### src/hdl/assert_macros.svh
// ----------------------------------------------------------------------------
// assert_macros.svh
// Concurrent assertion helpers, compiled out for synthesis.
// ----------------------------------------------------------------------------
`ifndef ASSERT_MACROS_SVH
`define ASSERT_MACROS_SVH

`ifndef SYNTHESIS

// Property checked on every rising edge outside reset.
`define ASSERT_CLK(lbl, clk, rst_n, prop) \
    lbl: assert property (@(posedge clk) disable iff (!rst_n) (prop)) \
        else $error("assertion failed");

// Antecedent implies consequent in the same cycle, outside reset.
`define ASSERT_IMPLIES(lbl, clk, rst_n, ante, cons) \
    lbl: assert property (@(posedge clk) disable iff (!rst_n) (ante) |-> (cons)) \
        else $error("assertion failed");

`else

`define ASSERT_CLK(lbl, clk, rst_n, prop)
`define ASSERT_IMPLIES(lbl, clk, rst_n, ante, cons)

`endif

`endif

### src/hdl/ngfc_pkg.sv
// ----------------------------------------------------------------------------
// ngfc_pkg
// Types and constants of the n-gram frequency counter.
// ----------------------------------------------------------------------------
package ngfc_pkg;

    localparam int unsigned KEY_W   = 64;
    localparam int unsigned COUNT_W = 32;
    localparam int unsigned WBYTES_W = 4;
    localparam logic [WBYTES_W-1:0] WBYTES_RESET = 4'd8;

    // Hash round constants
    localparam logic [63:0] MUL_C0 = 64'd1830293841;
    localparam logic [63:0] MUL_C1 = 64'd309574038479;
    localparam logic [63:0] MUL_C2 = 64'd409856720348563;
    localparam logic [63:0] XOR_C0 = 64'd20947602394;
    localparam logic [63:0] XOR_C1 = 64'd20956749875;

    // Round index of the hash
    localparam logic [1:0] ROUND_0    = 2'd0;
    localparam logic [1:0] ROUND_1    = 2'd1;
    localparam logic [1:0] ROUND_LAST = 2'd2;

    // Partial-product step within one 64x64 multiply
    localparam logic [1:0] STEP_LL  = 2'd0;
    localparam logic [1:0] STEP_LH  = 2'd1;
    localparam logic [1:0] STEP_HL  = 2'd2;
    localparam logic [1:0] STEP_FIN = 2'd3;

    typedef struct packed {
        logic [KEY_W-1:0]   key;
        logic [COUNT_W-1:0] count;
    } slot_t;

    function automatic logic [63:0] mul_const(input logic [1:0] round);
        logic [63:0] c;
        case (round)
            ROUND_0: c = MUL_C0;
            ROUND_1: c = MUL_C1;
            ROUND_LAST: c = MUL_C2;
            default: c = MUL_C0;
        endcase
        return c;
    endfunction

    function automatic logic [63:0] xor_const(input logic [1:0] round);
        logic [63:0] c;
        case (round)
            ROUND_0: c = XOR_C0;
            ROUND_1: c = XOR_C1;
            default: c = '0;
        endcase
        return c;
    endfunction

    // Keep the newest n bytes; 0 acts as 1, anything above 8 as 8.
    function automatic logic [KEY_W-1:0] win_mask(input logic [WBYTES_W-1:0] n);
        logic [WBYTES_W-1:0] n_eff;
        logic [KEY_W-1:0]    m;
        n_eff = (n == '0) ? WBYTES_W'(1) : n;
        for (int i = 0; i < 8; i++) begin
            m[8*i +: 8] = (WBYTES_W'(i) < n_eff) ? 8'hFF : 8'h00;
        end
        return m;
    endfunction

endpackage

### src/hdl/ngfc_hash.sv
// ----------------------------------------------------------------------------
// ngfc_hash
// Three-round multiplicative hash over one shared 32x32 multiplier.
// ----------------------------------------------------------------------------
`include "assert_macros.svh"

module ngfc_hash (
    input  logic        aclk,
    input  logic        aresetn,
    input  logic        start,
    input  logic [63:0] key,
    output logic        done,
    output logic [63:0] hash
);

    logic        busy_reg;
    logic        done_reg;
    logic [1:0]  round_reg;
    logic [1:0]  step_reg;
    logic [63:0] h_reg;
    logic [63:0] acc_reg;
    logic [63:0] prod_reg;

    logic [63:0] cst;
    logic [31:0] op_a;
    logic [31:0] op_b;
    logic [63:0] prod_next;
    logic [63:0] acc_sum;

    assign cst = ngfc_pkg::mul_const(round_reg);

    // Cross terms only matter in their low 32 bits (product is mod 2^64).
    always_comb begin
        case (step_reg)
            ngfc_pkg::STEP_LH: begin
                op_a = h_reg[31:0];
                op_b = cst[63:32];
            end
            ngfc_pkg::STEP_HL: begin
                op_a = h_reg[63:32];
                op_b = cst[31:0];
            end
            default: begin
                op_a = h_reg[31:0];
                op_b = cst[31:0];
            end
        endcase
    end

    assign prod_next = op_a * op_b;
    assign acc_sum   = acc_reg + {prod_reg[31:0], 32'h0};

    always_ff @(posedge aclk) begin
        if (!aresetn) begin
            busy_reg  <= 1'b0;
            done_reg  <= 1'b0;
            round_reg <= ngfc_pkg::ROUND_0;
            step_reg  <= ngfc_pkg::STEP_LL;
        end else begin
            done_reg <= 1'b0;
            if (start) begin
                busy_reg  <= 1'b1;
                round_reg <= ngfc_pkg::ROUND_0;
                step_reg  <= ngfc_pkg::STEP_LL;
            end else if (busy_reg) begin
                step_reg <= step_reg + 2'd1;
                if (step_reg == ngfc_pkg::STEP_FIN) begin
                    if (round_reg == ngfc_pkg::ROUND_LAST) begin
                        busy_reg <= 1'b0;
                        done_reg <= 1'b1;
                    end else begin
                        round_reg <= round_reg + 2'd1;
                    end
                end
            end
        end
    end

    always_ff @(posedge aclk) begin
        if (start) begin
            h_reg <= key;
        end else if (busy_reg) begin
            prod_reg <= prod_next;
            case (step_reg)
                ngfc_pkg::STEP_LH: acc_reg <= prod_reg;
                ngfc_pkg::STEP_HL: acc_reg <= acc_sum;
                ngfc_pkg::STEP_FIN: h_reg <= acc_sum ^ ngfc_pkg::xor_const(round_reg);
                default: acc_reg <= acc_reg;
            endcase
        end
    end

    assign done = done_reg;
    assign hash = h_reg;

    `ASSERT_IMPLIES(a_done_idle, aclk, aresetn, done_reg, !busy_reg)
    `ASSERT_CLK(a_start_busy, aclk, aresetn, start |=> busy_reg)
    `ASSERT_CLK(a_last_done, aclk, aresetn,
        busy_reg && !start && step_reg == ngfc_pkg::STEP_FIN &&
        round_reg == ngfc_pkg::ROUND_LAST |=> done_reg)

endmodule

### config.mk
export PLATFORM = sky130hd
export DESIGN_NAME = ngfc_hash
export DESIGN_NICKNAME = d
export VERILOG_FILES = /design/src/hdl/ngfc_pkg.sv /design/src/hdl/ngfc_hash.sv
export VERILOG_INCLUDE_DIRS = /design/src /design/src/hdl
export SDC_FILE = /design/constraint.sdc
export NUM_CORES = 2
export LEC_CHECK = 0
export CORE_MARGIN = 2
export CORE_UTILIZATION = 35
export CTS_CLUSTER_DIAMETER = 150
export DETAILED_ROUTE_END_ITERATION = 10
export DONT_BUFFER_PORTS = 1
export GPL_TIMING_DRIVEN = 0
export HOLD_SLACK_MARGIN = 0.08
export PLACE_DENSITY = 0.46
export SYNTH_ARGS = -nofsm -noshare
export SYNTH_HDL_FRONTEND = slang
export SYNTH_SLANG_ARGS = --single-unit
### constraint.sdc
create_clock -name aclk -period 13.4 [get_ports aclk]
set_clock_uncertainty 0.1 [all_clocks]
set_input_delay 2.68 -clock aclk [delete_from_list [all_inputs] [get_ports aclk]]
set_output_delay 2.68 -clock aclk [all_outputs]
set_load 0.005 [all_outputs]
; Word level (Yosys, flattened, before mapping)
; Cells that the tools add are included.
[totals]
ram_bits = 0
wordCells = 48
memories = 0
output_inout_bits = 65
regBits = 198
mem_bits_ro = 0
latch_bits = 0
inputBits = 67
[classes]
n_mul = 1
n_eq_ne = 5
shift = 0
n_div = 0
n_lt_le_gt_ge = 0
bitwise = 6
mux = 16
add_sub_neg = 3
n_reduce_logical = 10
[ops]
columns = operator, count
row1 = 64-bit 2-to-1 mux, 6
row2 = 64-bit one-hot mux with 2 select lines, 1
row3 = 49-bit one-hot mux with 2 select lines, 1
row4 = 35-bit one-hot mux with 2 select lines, 1
row5 = 64-bit adder, 1
row6 = 32-bit by 32-bit multiplier with 64-bit output, 1
row7 = 32-bit 2-to-1 mux, 2
row8 = 64-bit XOR, 1
row9 = "2-bit == test, second input constant", 3
row10 = 3-bit AND reduction, 2
row11 = 2-bit nonzero test, 3
row12 = 1-bit 2-to-1 mux, 5
row13 = 1-bit NOT, 5
row14 = "2-bit by 1-bit adder with 2-bit output, second input constant", 2
row15 = "2-bit by 1-bit == test with 1-bit output, second input constant", 2
row16 = 2-bit AND reduction, 2
row17 = 4-bit OR reduction, 1
row18 = 2-bit logical NOT, 1
row19 = 2-bit OR reduction, 1

; Longest topological paths before layout
[depth]
depth_word = 9
mapped_depth = 34
depth_no_buf = 31

; Worst setup path after synthesis
; No wires, ideal clock.
[synth_timing]
kind = reg-to-reg
startpoint = register step_reg[0]
endpoint = register prod_reg[62], data pin
path_stages_with_launch = 32
t_required_ps = 13030
arrival_time_ps = 8573
n_path_buf = 6
synth_period_minus_slack_ps = 8943
slack_ps = 4457
setup_time_ps = 270
cell_sequence = dfxtp_1 > inv_1 > ha_1 > buf_2 > buf_2 > buf_2 > buf_1 > clkbuf_1 > mux2i_1 > nor2_1 > fa_1 > fa_1 > inv_1 > fa_1 > fa_1 > inv_1 > fa_1 > fa_1 > fa_1 > inv_1 > fa_1 > inv_1 > ha_1 > clkbuf_1 > and2_2 > nand4_1 > o21ai_0 > o21ai_2 > a2111oi_2 > nor3_2 > o41ai_2 > xor2_1
[synth_via]
elab_chain_len = 3
elab_cells_between_ends = 5
cone_classes = mul: 1 / eq/ne: 2 / mux: 2
[synth_rtl]
columns = element, line_no
row1 = "start, declared", ngfc_hash.sv:19  ; logic [1:0] step_reg;
row2 = "start signal, assigned", ngfc_hash.sv:58  ; step_reg <= ngfc_pkg::STEP_LL;
row3 = "start signal, assigned", ngfc_hash.sv:64  ; step_reg <= ngfc_pkg::STEP_LL;
row4 = "start signal, assigned", ngfc_hash.sv:66  ; step_reg <= step_reg + 2'd1;
row5 = 2-bit == test or 2-bit by 1-bit == test with 1-bit output (tied branches), ngfc_hash.sv:34  ; case (step_reg)
row6 = 32-bit 2-to-1 mux, ngfc_hash.sv:34
row7 = 32-bit by 32-bit multiplier with 64-bit output (*), ngfc_hash.sv:50  ; assign prod_next = op_a * op_b;
row8 = net prod_next[62], ngfc_hash.sv:27  ; logic [63:0] prod_next;
row9 = "end signal, assigned", ngfc_hash.sv:83  ; prod_reg <= prod_next;
row10 = "end, declared", ngfc_hash.sv:22  ; logic [63:0] prod_reg;
; Mark *: on every way through the listed nets, which the timed path passes. The rest lies on a longest branch.
; A chain may end at the register's enable or synchronous reset.

; Final worst setup path
[layout_timing]
startpoint = register step_reg[0]
endpoint = register prod_reg[61], data pin
; Same word-level chain as after synthesis.

==> results.py <==
metrics = {
    "timing": {
        "slew-limit-headroom": -0.000344,
        "post-route-period-util": 0.920,
        "fmax_ghz": 0.0811,
        "setup_tns_ns": 0,
        "drv_slew": 1,
        "tightest_slew_ns": 1.46,
        "holdWs_ns": 0.433,
        "post-route-min-period_ns": 12.33,
        "grt_setup_unrepaired": "no",
        "finalSetupViolations": 0,
        "finalHoldViolations": 0,
    },
    "layout": {
        "fill_cells": 10900,
        "layout_common_cells": "inv_1 (870), fa_1 (640), ha_1 (493)",
        "final_util": 0.378,
        "layout-drive-gt1-share": 0.0367,
        "layout_commonest_cell": "inv_1",
        "layoutNonFillerInstCount": 5205,
        "area_delta_synth_final_pct": 7.06,
        "nets": 5007,
    },
    "logic_synthesis": {
        "async_reset_ff_frac": 0,
        "synth-main-ff-cell": "edfxtp_1",
        "yosysSeqAreaShare": 0.159,
        "syn_area_per_cell_um2": 9.82,
        "synth.distinct_cells": 82,
        "netlist.area_leader.share": 0.346,
        "yosys_register_bits": 198,
        "netlist_area_mm2": 0.0371,
        "synth_enable_flop_cells": 192,
        "yosysTopAreaCell": "fa_1",
        "yosysWarnings": 0,
        "syn-num-nets": 4974,
        "yosys-top-cells-area": "fa_1 (35%), ha_1 (17%), edfxtp_1 (16%)",
        "syn-instance-count": 3774,
    },
    "critical_path": {
        "cp_max_fo": 10,
        "crit_type": "flop to flop",
        "rrSetupSlack_ns": 1.07,
        "r2r-end": "prod_reg[61]",
        "cp-end-kind": "flop",
        "startpoint_type": "flop",
        "cp_data_required_time_ns": 13.51,
        "cpPeakStageDelay_ns": 0.80,
        "crit_path_top_delay_cell": "buf_1",
        "worstRegToRegCells": 29,
        "arrival_ns": 12.44,
        "worst_path_most_repeated_cell": "fa_1",
        "regToRegStartpoint": "step_reg[0]",
    },
    "hold_path": {
        "hp-class": "flop to flop",
        "hold_depth": 2,
        "holdPathEnd": "acc_reg[57]",
        "min_from": "prod_reg[57]",
    },
    "floorplan": {
        "coreArea_mm2": 0.105,
        "die_w_um": 329,
        "fp.dieH_um": 329,
        "dieArea_mm2": 0.109,
        "initial_utilization": 0.353,
        "pin_count": 132,
        "rows": 119,
    },
    "detailed_routing": {
        "dr.first_iter.drc_count": 2191,
        "first_pass_iters": 5,
        "vias": 27000,
        "viasPerCell": 5.18,
        "route.detailed.drc": 0,
        "ant_nets": 0,
        "wl_um": 145000,
        "wire_per_inst_um": 27.8,
    },
    "run_status": {
        "violations": "capacitance limit, slew limit",
        "status": "complete, but fails checks",
    },
    "clocking": {
        "clk_pin_slew_ns": 0.08,
        "post_cts_buffers": 0,
        "cts_buffers": 25,
        "cts_tree": "done",
        "post_cts_resized": 0,
        "cts-root-buf": "clkbuf_16",
        "cts.sinks": 198,
        "ctsHoldBuffers": 0,
        "clockBufferDepth": 3,
        "htreeDepth": 4,
        "insertion_delay_ns": 0.50,
    },
    "grt": {
        "grt_max_degree": 65,
        "met1_usage": 0.389,
        "overflow": 0,
        "antenna_found_initial": 9,
        "grt_pass1_vias": 27700,
        "top_usage_layer": "met2",
        "grtUsageTotal": 0.271,
        "grtUsageMet3": 0.0269,
        "grt_pass1_wl_um": 206000,
        "grt.met2_usage": 0.424,
    },
    "placed_design": {
        "routabilityCongestion": 0.981,
        "dp.cells": 5171,
        "port_buffers": 0,
        "hpwlAfterDp_um": 130000,
    },
    "flow_run": {
        "drv_cap": 1,
    },
}
==> worst max-delay path, delay by kind of cell, from the launching register on <==
family / cells / cell delay, ns
xor gates and xnor gates: 1 / 0.15
AOI/OAI and AO/OA: 4 / 1.70
adders and majority gates: 10 / 4.75
and+or+nand+nor: 5 / 1.22
buffers and inverters: 8 / 2.97
DFF: 1 / 0.36
muxes: 1 / 0.76
==> worst max path at each step <==
| stage | startpoint | slack [ns] | endpoint |
|---|---|---|---|
| floorplan | step_reg[0] | 4.46 | prod_reg[62] |
| global placement | start | 1.01 | acc_reg[5] |
| detailed placement | step_reg[1] | 1.24 | prod_reg[61] |
| CTS | step_reg[1] | 1.17 | prod_reg[61] |
| global route | step_reg[0] | 0.80 | prod_reg[61] |
| finish | step_reg[0] | 1.07 | prod_reg[61] |
==> synth_stat cells (7+ instances only) <==
library cell	number
nor2_1	305
nor2b_1	69
nand3_1	18
and2_1	20
or2_2	20
mux2i_1	33
xor2_1	53
fa_1	640
nand2b_1	41
a31oi_1	25
nand2_1	229
nand4_1	25
buf_1	11
mux2_2	32
a21o_1	45
xnor2_1	97
nor3_1	37
and3_1	7
a21oi_1	99
a211oi_1	14
o21a_1	13
ha_1	493
clkbuf_1	97
inv_1	870
o21bai_1	23
a31o_2	7
o21ai_0	147
edfxtp_1	192
==> routing by layer <==
| layer | vias to the layer above | wire (um) |
|---|---|---|
| met4 | 2 | 6510 |
| met1 | 13900 | 65800 |
| met3 | 198 | 7080 |
| li1 | 11900 | - |
| met5 | - | 11 |
| met2 | 900 | 65500 |
==> area by class of cell <==
cell class / count / area [um2] / area share
Buffer: 123 / 539 / 0.0136
Clock buffer: 26 / 629 / 0.0159
Antenna cell: 1 / 2.50 / 0.0000631
Tap cell: 1391 / 1740 / 0.0439
Inverter: 870 / 3270 / 0.0823
Sequential cell: 198 / 5890 / 0.148
Clock inverter: 7 / 92.6 / 0.00233
Timing Repair Buffer: 6 / 114 / 0.00287
Multi-Input combinational cell: 2583 / 27400 / 0.691
==> per-stage QoR <==
| stage | setup WS [ns] | cell area (um2) |
|---|---|---|
| final | 1.07 | 39700 |
| after global routing | 0.800 | 39700 |
| after CTS | 1.17 | 39700 |
| after global placement | 1.01 | 38800 |
| after floorplan | 4.46 | 37100 |
| after detailed placement | 1.24 | 39000 |
==> cells by family after synthesis <==
kind of cell,Yosys count,share of synthesized area
AOI/OAI and AO/OA,438,0.0748
xor gates and xnor gates,150,0.0354
adders and majority gates,1133,0.512
buffers and inverters,993,0.103
DFF,198,0.159
muxes,65,0.0186
and+or+nand+nor,797,0.0977
Power is left out: the tool's default activity adds up to more than one toggle a clock period on the data nets, which glitch-free logic cannot reach.
